--- config.mk ---
export PLATFORM = sky130hd
export DESIGN_NAME = tdp_divider
export DESIGN_NICKNAME = d
export VERILOG_FILES = /design/src/tdp_pkg.sv /design/src/tdp_divider.sv
export SDC_FILE = /design/constraint.sdc
export NUM_CORES = 1
export LEC_CHECK = 0
export ABC_AREA = 1
export BUFFER_PORTS_ARGS = -buffer_cell sky130_fd_sc_hd__buf_4
export CAP_MARGIN = 20
export CELL_PAD_IN_SITES_DETAIL_PLACEMENT = 1
export CELL_PAD_IN_SITES_GLOBAL_PLACEMENT = 2
export CORE_ASPECT_RATIO = 0.5
export CORE_UTILIZATION = 31
export DETAILED_ROUTE_END_ITERATION = 8
export GPL_ROUTABILITY_DRIVEN = 1
export MAX_ROUTING_LAYER = met4
export PLACE_DENSITY_LB_ADDON = 0.3
export SLEW_MARGIN = 5
export SYNTH_ARGS = -nofsm -noshare
export SYNTH_HDL_FRONTEND = slang
export SYNTH_SLANG_ARGS = --single-unit
--- constraint.sdc ---
create_clock -name clk -period 2.8 [get_ports clk]
set_clock_uncertainty 0.05 [all_clocks]
set_input_delay 0.28 -clock clk [delete_from_list [all_inputs] [get_ports clk]]
set_output_delay 0.28 -clock clk [all_outputs]
set_load 0.005 [all_outputs]
--- src/tdp_pkg.sv ---
// shared constants and types for the trial division prime test
package tdp_pkg;

  localparam int NUMBER_WIDTH = 32;
  localparam int CANDIDATE_WIDTH = 32;
  localparam int CNT_WIDTH = $clog2(NUMBER_WIDTH + 1);

  localparam logic [NUMBER_WIDTH-1:0] NUM_ONE = NUMBER_WIDTH'(1);
  localparam logic [NUMBER_WIDTH-1:0] NUM_TWO = NUMBER_WIDTH'(2);
  localparam logic [NUMBER_WIDTH-1:0] NUM_THREE = NUMBER_WIDTH'(3);

  typedef enum logic [1:0] {
    ST_IDLE,
    ST_DIV,
    ST_OUT
  } tdp_state_t;

  typedef struct packed {
    logic valid;
    logic [NUMBER_WIDTH-1:0] quotient;
    logic [NUMBER_WIDTH-1:0] remainder;
  } div_result_t;

endpackage

--- src/tdp_divider.sv ---
// radix-2 restoring divider, one quotient bit per cycle
module tdp_divider (
  input  logic clk,
  input  logic rst_n,
  input  logic start,
  input  logic [tdp_pkg::NUMBER_WIDTH-1:0] dividend,
  input  logic [tdp_pkg::NUMBER_WIDTH-1:0] divisor,
  output tdp_pkg::div_result_t result
);
  import tdp_pkg::*;

  logic [CNT_WIDTH-1:0] cnt_r;
  logic [NUMBER_WIDTH-1:0] rem_r;
  logic [NUMBER_WIDTH-1:0] quo_r;
  logic [NUMBER_WIDTH-1:0] dsr_r;
  logic done_r;

  logic [NUMBER_WIDTH:0] trial;
  logic [NUMBER_WIDTH:0] diff;
  logic fits;

  always_comb begin
    trial = {rem_r, quo_r[NUMBER_WIDTH-1]};
    diff = trial - {1'b0, dsr_r};
    fits = trial >= {1'b0, dsr_r};
  end

  always_ff @(posedge clk) begin
    if (!rst_n) begin
      cnt_r <= '0;
      done_r <= 1'b0;
    end else begin
      done_r <= 1'b0;
      if (start) begin
        cnt_r <= CNT_WIDTH'(NUMBER_WIDTH);
      end else if (cnt_r != '0) begin
        cnt_r <= cnt_r - CNT_WIDTH'(1);
        if (cnt_r == CNT_WIDTH'(1)) begin
          done_r <= 1'b1;
        end
      end
    end
  end

  always_ff @(posedge clk) begin
    if (start) begin
      quo_r <= dividend;
      rem_r <= '0;
      dsr_r <= divisor;
    end else if (cnt_r != '0) begin
      // dividend bits shift out the top as quotient bits shift in
      quo_r <= {quo_r[NUMBER_WIDTH-2:0], fits};
      rem_r <= fits ? diff[NUMBER_WIDTH-1:0] : trial[NUMBER_WIDTH-1:0];
    end
  end

  assign result.valid = done_r;
  assign result.quotient = quo_r;
  assign result.remainder = rem_r;

endmodule

# Word level (Yosys, flattened, before mapping)
# Cells that the tools add are included.
[word_totals] word_cells=22 register_bits=103 out_inout_bits=65 in_bits=67
[classes] n_lt_le_gt_ge=1 addsub=2 n_eq_ne=1 n_reduce_logical=4 bitwise_logic=2 n_mux=6
[ops] cell="2-to-1 mux 32 bit" n=3
[ops] cell="greater-or-equal comparator 33 x 32 -> 1 bit" n=1
[ops] cell="subtractor 32 bit" n=1
[ops] cell="2-to-1 mux 6 bit" n=2
[ops] cell="== test 6 x 1 -> 1 bit, second input constant" n=1
[ops] cell="nonzero test 6 bit" n=1
[ops] cell="subtractor 6 x 1 -> 6 bit, second input constant" n=1
[ops] cell="OR reduction 3 bit" n=1
[ops] cell="NOT 1 bit" n=2
[ops] cell="nonzero test 2 bit" n=1
[ops] cell="OR reduction 2 bit" n=1
[ops] cell="2-to-1 mux 1 bit" n=1

# Depth between registers and ports, before layout
[logic_depth] ltp_word=3 ltp_mapped=17 ltp_nobuf=17

# Worst setup path after synthesis
# Ideal clock, no wire load.
[synth_timing] kind="register -> register" startpoint="register cnt_r[0]" endpoint="register quo_r[0], enable pin" setup_slack_ns=0.726 path_buffers=1 arrival_time_ns=1.647 path_stages_with_launch=9 t_required_ns=2.372 period_less_slack_ns=2.074 setup_time_ns=0.378 cell_sequence="dfxtp_1 inv_1 ha_1 inv_1 nor2_1 nand2_2 nor2_4 inv_1 buf_2"
[synth_between] elab_chain_cells=2
[synth_rtl] item="start: declaration" line_no="tdp_divider.sv:12" text="logic [CNT_WIDTH-1:0] cnt_r;"
[synth_rtl] item="start signal: assignment" line_no="tdp_divider.sv:35" text="cnt_r <= CNT_WIDTH'(NUMBER_WIDTH);"
[synth_rtl] item="start signal: assignment" line_no="tdp_divider.sv:37" text="cnt_r <= cnt_r - CNT_WIDTH'(1);"
[synth_rtl] item="nonzero test 6 bit" line_no="tdp_divider.sv:50" text="end else if (cnt_r != '0) begin"
[synth_rtl] item="nonzero test 2 bit (no source line)"
[synth_rtl] item="end signal: assignment" line_no="tdp_divider.sv:47" text="quo_r <= dividend;"
[synth_rtl] item="end signal: assignment" line_no="tdp_divider.sv:52" text="quo_r <= {quo_r[NUMBER_WIDTH-2:0], fits};"
[synth_rtl] item="end: declaration" line_no="tdp_divider.sv:14" text="logic [NUMBER_WIDTH-1:0] quo_r;"
# No other way between the ends.
# A chain may end at the register's enable or synchronous reset.

# Final worst setup path
[layout_timing] startpoint="register dsr_r[6]" endpoint="register rem_r[11]"
[layout_between] elab_chain_cells=2 elab_cells_between_ends=3 classes_between="1 x add/sub; 1 x order compare; 1 x mux"
[layout_rtl] item="start: declaration" line_no="tdp_divider.sv:15" text="logic [NUMBER_WIDTH-1:0] dsr_r;"
[layout_rtl] item="start signal: assignment" line_no="tdp_divider.sv:49" text="dsr_r <= divisor;"
[layout_rtl] item="subtractor 32 bit / greater-or-equal comparator 33 x 32 -> 1 bit (equally long branches)" line_no="tdp_divider.sv:24, tdp_divider.sv:25"
[layout_rtl] item="2-to-1 mux 32 bit (*)" line_no="tdp_divider.sv:53" text="rem_r <= fits ? diff[NUMBER_WIDTH-1:0] : trial[NUMBER_WIDTH-1:0];"
[layout_rtl] item="end signal: assignment" line_no="tdp_divider.sv:53"
[layout_rtl] item="end: declaration" line_no="tdp_divider.sv:13" text="logic [NUMBER_WIDTH-1:0] rem_r;"
# Mark *: on every way between the ends. The rest lies on a longest branch, timed or not.

==> results.cfg <==
[floorplan]
fp-row-count = 37
pin_count = 132
core_area_um2 = 21000
die_h_um = 107
fp.dieArea_um2 = 22500
initial_core_util_pct = 32.3
die_w_um = 211

[timing]
hold_ws_ps = 22.0
final_hold_viol_count = 0
slew_headroom_pct = 59.3
slew_violations = 0
fin_crit_ps = 2480
max_freq_mhz = 403
grt_setup_unrepaired = no
worst_pin_slew_ps = 610
fin_crit_sh_pct = 88.6
setup_viol = 0
fin_tns_setup_ps = 0

[setup_path]
path_cells = inv_1, ha_1, nand2_1, nand2_1, nand2_1, nand2_1, inv_2, nand3_2, nand2_1, nand2_2, nand2_4, buf_6, nand3_1, nand3_1, o21ai_1
reg2reg_depth = 15
endpoint = rem_r[11]$_SDFFE_PP0P_
cp_common_cell = nand2_1
ff2ff_setup_slack_ps = 320
crit_required_ps = 3000
timing.rr.end = rem_r[11]$_SDFFE_PP0P_
path_class = flop to flop
critPathMaxFanout = 18
endpoint_kind = flop
r2r_start = dsr_r[6]$_DFFE_PP_
crit_path_start = dsr_r[6]$_DFFE_PP_
crit_slowest_cell = edfxtp_1
cp.arrival_ps = 2680
crit_path_start_kind = flop
slowest_delay_ps = 370

[finish]
layout_common_cells = nand2_1, inv_1, buf_4, nand3_1, edfxtp_1
fillCellCount = 2742
antenna_cells = 0
syn_to_final_growth_pct = 26.1
layout_commonest_cell = nand2_1
drive_gt1_share_pct = 15.7
final_core_util_pct = 40.7
nets = 1225

[routing]
wirelength_um = 21900
drt_iter0_markers = 278
dr.pass1.iters = 4
wl_per_cell_um = 15.4
ant_nets = 0
viasPerCell = 4.56
vias = 6471
drcViolationCount = 0

[synth]
syn_inst = 978
synth_area_leader_cell = edfxtp_1
yosysTopAreaCellShare_pct = 28.4
ys_seq_area_share_pct = 39.9
synth_area_leaders = edfxtp_1, nand2_1, dfxtp_1, inv_1, ha_1
syn-cell-area_um2 = 6770
ys_seq_elements = 103
synth.distinct_cells = 33
ys.warnings.count = 0
postSynthAreaPerCell_um2 = 6.93
syn_nets = 1080

[clocking]
path_clk_slew_ps = 80
ctsHtreeMaxLevel = 3
cts_tree = built
cts_buffer_depth = 2
cts.sinks = 103
clock_latency_ps = 390
post_cts_buffers = 0
numCtsBuffers = 9
clockRootBuffer = clkbuf_16

[placement]
port_buffers = 131
gp_congestion = 0.883
dp_hpwl_um = 16900

[grt]
grtUsageMet2_pct = 32.5
met1_usage_pct = 27.3
overflow = 0
antenna_found_initial = 0
top_usage_layer = met2
use_met3_pct = 6.29
grt_max_degree = 51
grt_pass1_vias = 6738
grt_pass1_wl_um = 35300
grt_use_total_pct = 21.2

[power]
peakVddDrop_mv = 0.388
power_density_nw_per_um2 = 520
leakage_nw = 4.53

[outcome]
outcome = complete, no violations

[worst_hold_path]
min-delay-path-class = primary input to flop

[run]
maxCapViolations = 0
[logic make-up (layout without fill, tap and decap cells)]
| kind of cell | Yosys count | in the layout | share of synthesized area, % |
|---|---|---|---|
| xor gates and xnor gates | 16 | 16 | 2.07 |
| and+or+nand+nor | 569 | 569 | 35.7 |
| AOI/OAI and AO/OA | 52 | 52 | 3.97 |
| buffers and inverters | 203 | 353 | 11.8 |
| DFF | 103 | 103 | 39.9 |
| adders and majority gates | 35 | 35 | 6.58 |
[through the flow]
step | total power [mW] | std cells | setup slack [ps] | cell area [um2]
2_1_floorplan | 2.61 | 978 | 726 | 6770
3_3_place_gp | 3.15 | 1387 | 313 | 8070
3_5_place_dp | 3.18 | 1387 | 236 | 8070
4_1_cts | 4.52 | 1420 | 191 | 8530
5_1_grt | 4.71 | 1420 | 32.9 | 8540
6_report | 4.44 | 1420 | 320 | 8540
[synthesized netlist by cell type (all sizes together)]
library cell  instances
nand3b               20
clkinv                1
and3                  1
nand2               396
nand3                82
and2                  3
xnor2                15
ha                   34
edfxtp               64
clkbuf                8
inv                 180
dfxtp                39
buf                  14
o21bai                3
or2                   3
a21oi                26
o21ai                22
nor3                  6
a31oi                 1
fa                    1
nor2                 56
nand4                 2
xor2                  1
[layer usage]
metal,wire (um),up-vias
li1,-,3310
met1,10800,3037
met2,9500,106
met4,241,0
met3,1380,18
met5,0,-
[registers in the layout, indices dropped and copies added (netlist names)]
name / cells
done_r: 1
quo_r: 32
rem_r: 32
dsr_r: 32
cnt_r: 6
[layout make-up]
class	count	area (um2)	share of cell area, %
well taps	292	365	4.28
inverters	181	679	7.95
multi-input cells	672	3280	38.4
repair buffers	156	1230	14.4
clock buffers	11	243	2.84
clock inverters	5	41.3	0.483
flip-flops and latches	103	2700	31.6
[worst min-delay path by stage]
stage,end,cells after the start,slack [ps],startpoint
global route,dsr_r[31]$_DFFE_PP_,1,0.2,divisor[31]
CTS,dsr_r[31]$_DFFE_PP_,1,1,divisor[31]
floorplan,dsr_r[0]$_DFFE_PP_,0,330,divisor[0]
global placement,dsr_r[19]$_DFFE_PP_,1,410,divisor[19]
detailed placement,dsr_r[19]$_DFFE_PP_,1,410,divisor[19]
finish,dsr_r[14]$_DFFE_PP_,1,20,divisor[14]
[timing repair]
action	4_1_cts	5_1_grt
setup endpoints to repair	0	6
hold buffers	17	0
endpoints found under the hold margin	17	0
gates resized for setup	0	2
[where the power goes]
part | switching (mW) | leakage, nW | internal (mW)
clock | 0.650 | 0.138 | 0.638
combinational | 0.690 | 3.42 | 0.499
sequential | 0.117 | 0.968 | 1.85
[worst max-delay path, delay by kind of cell (launching register included)]
family | cells | cell delay, ps
AND/OR/NAND/NOR | 10 | 1170
buffers and inverters | 3 | 420
flip-flops | 1 | 370
adder cells (fa/ha/maj) | 1 | 290
AO/OA/AOI/OAI | 1 | 70
Power figures use the tool's default switching activity.
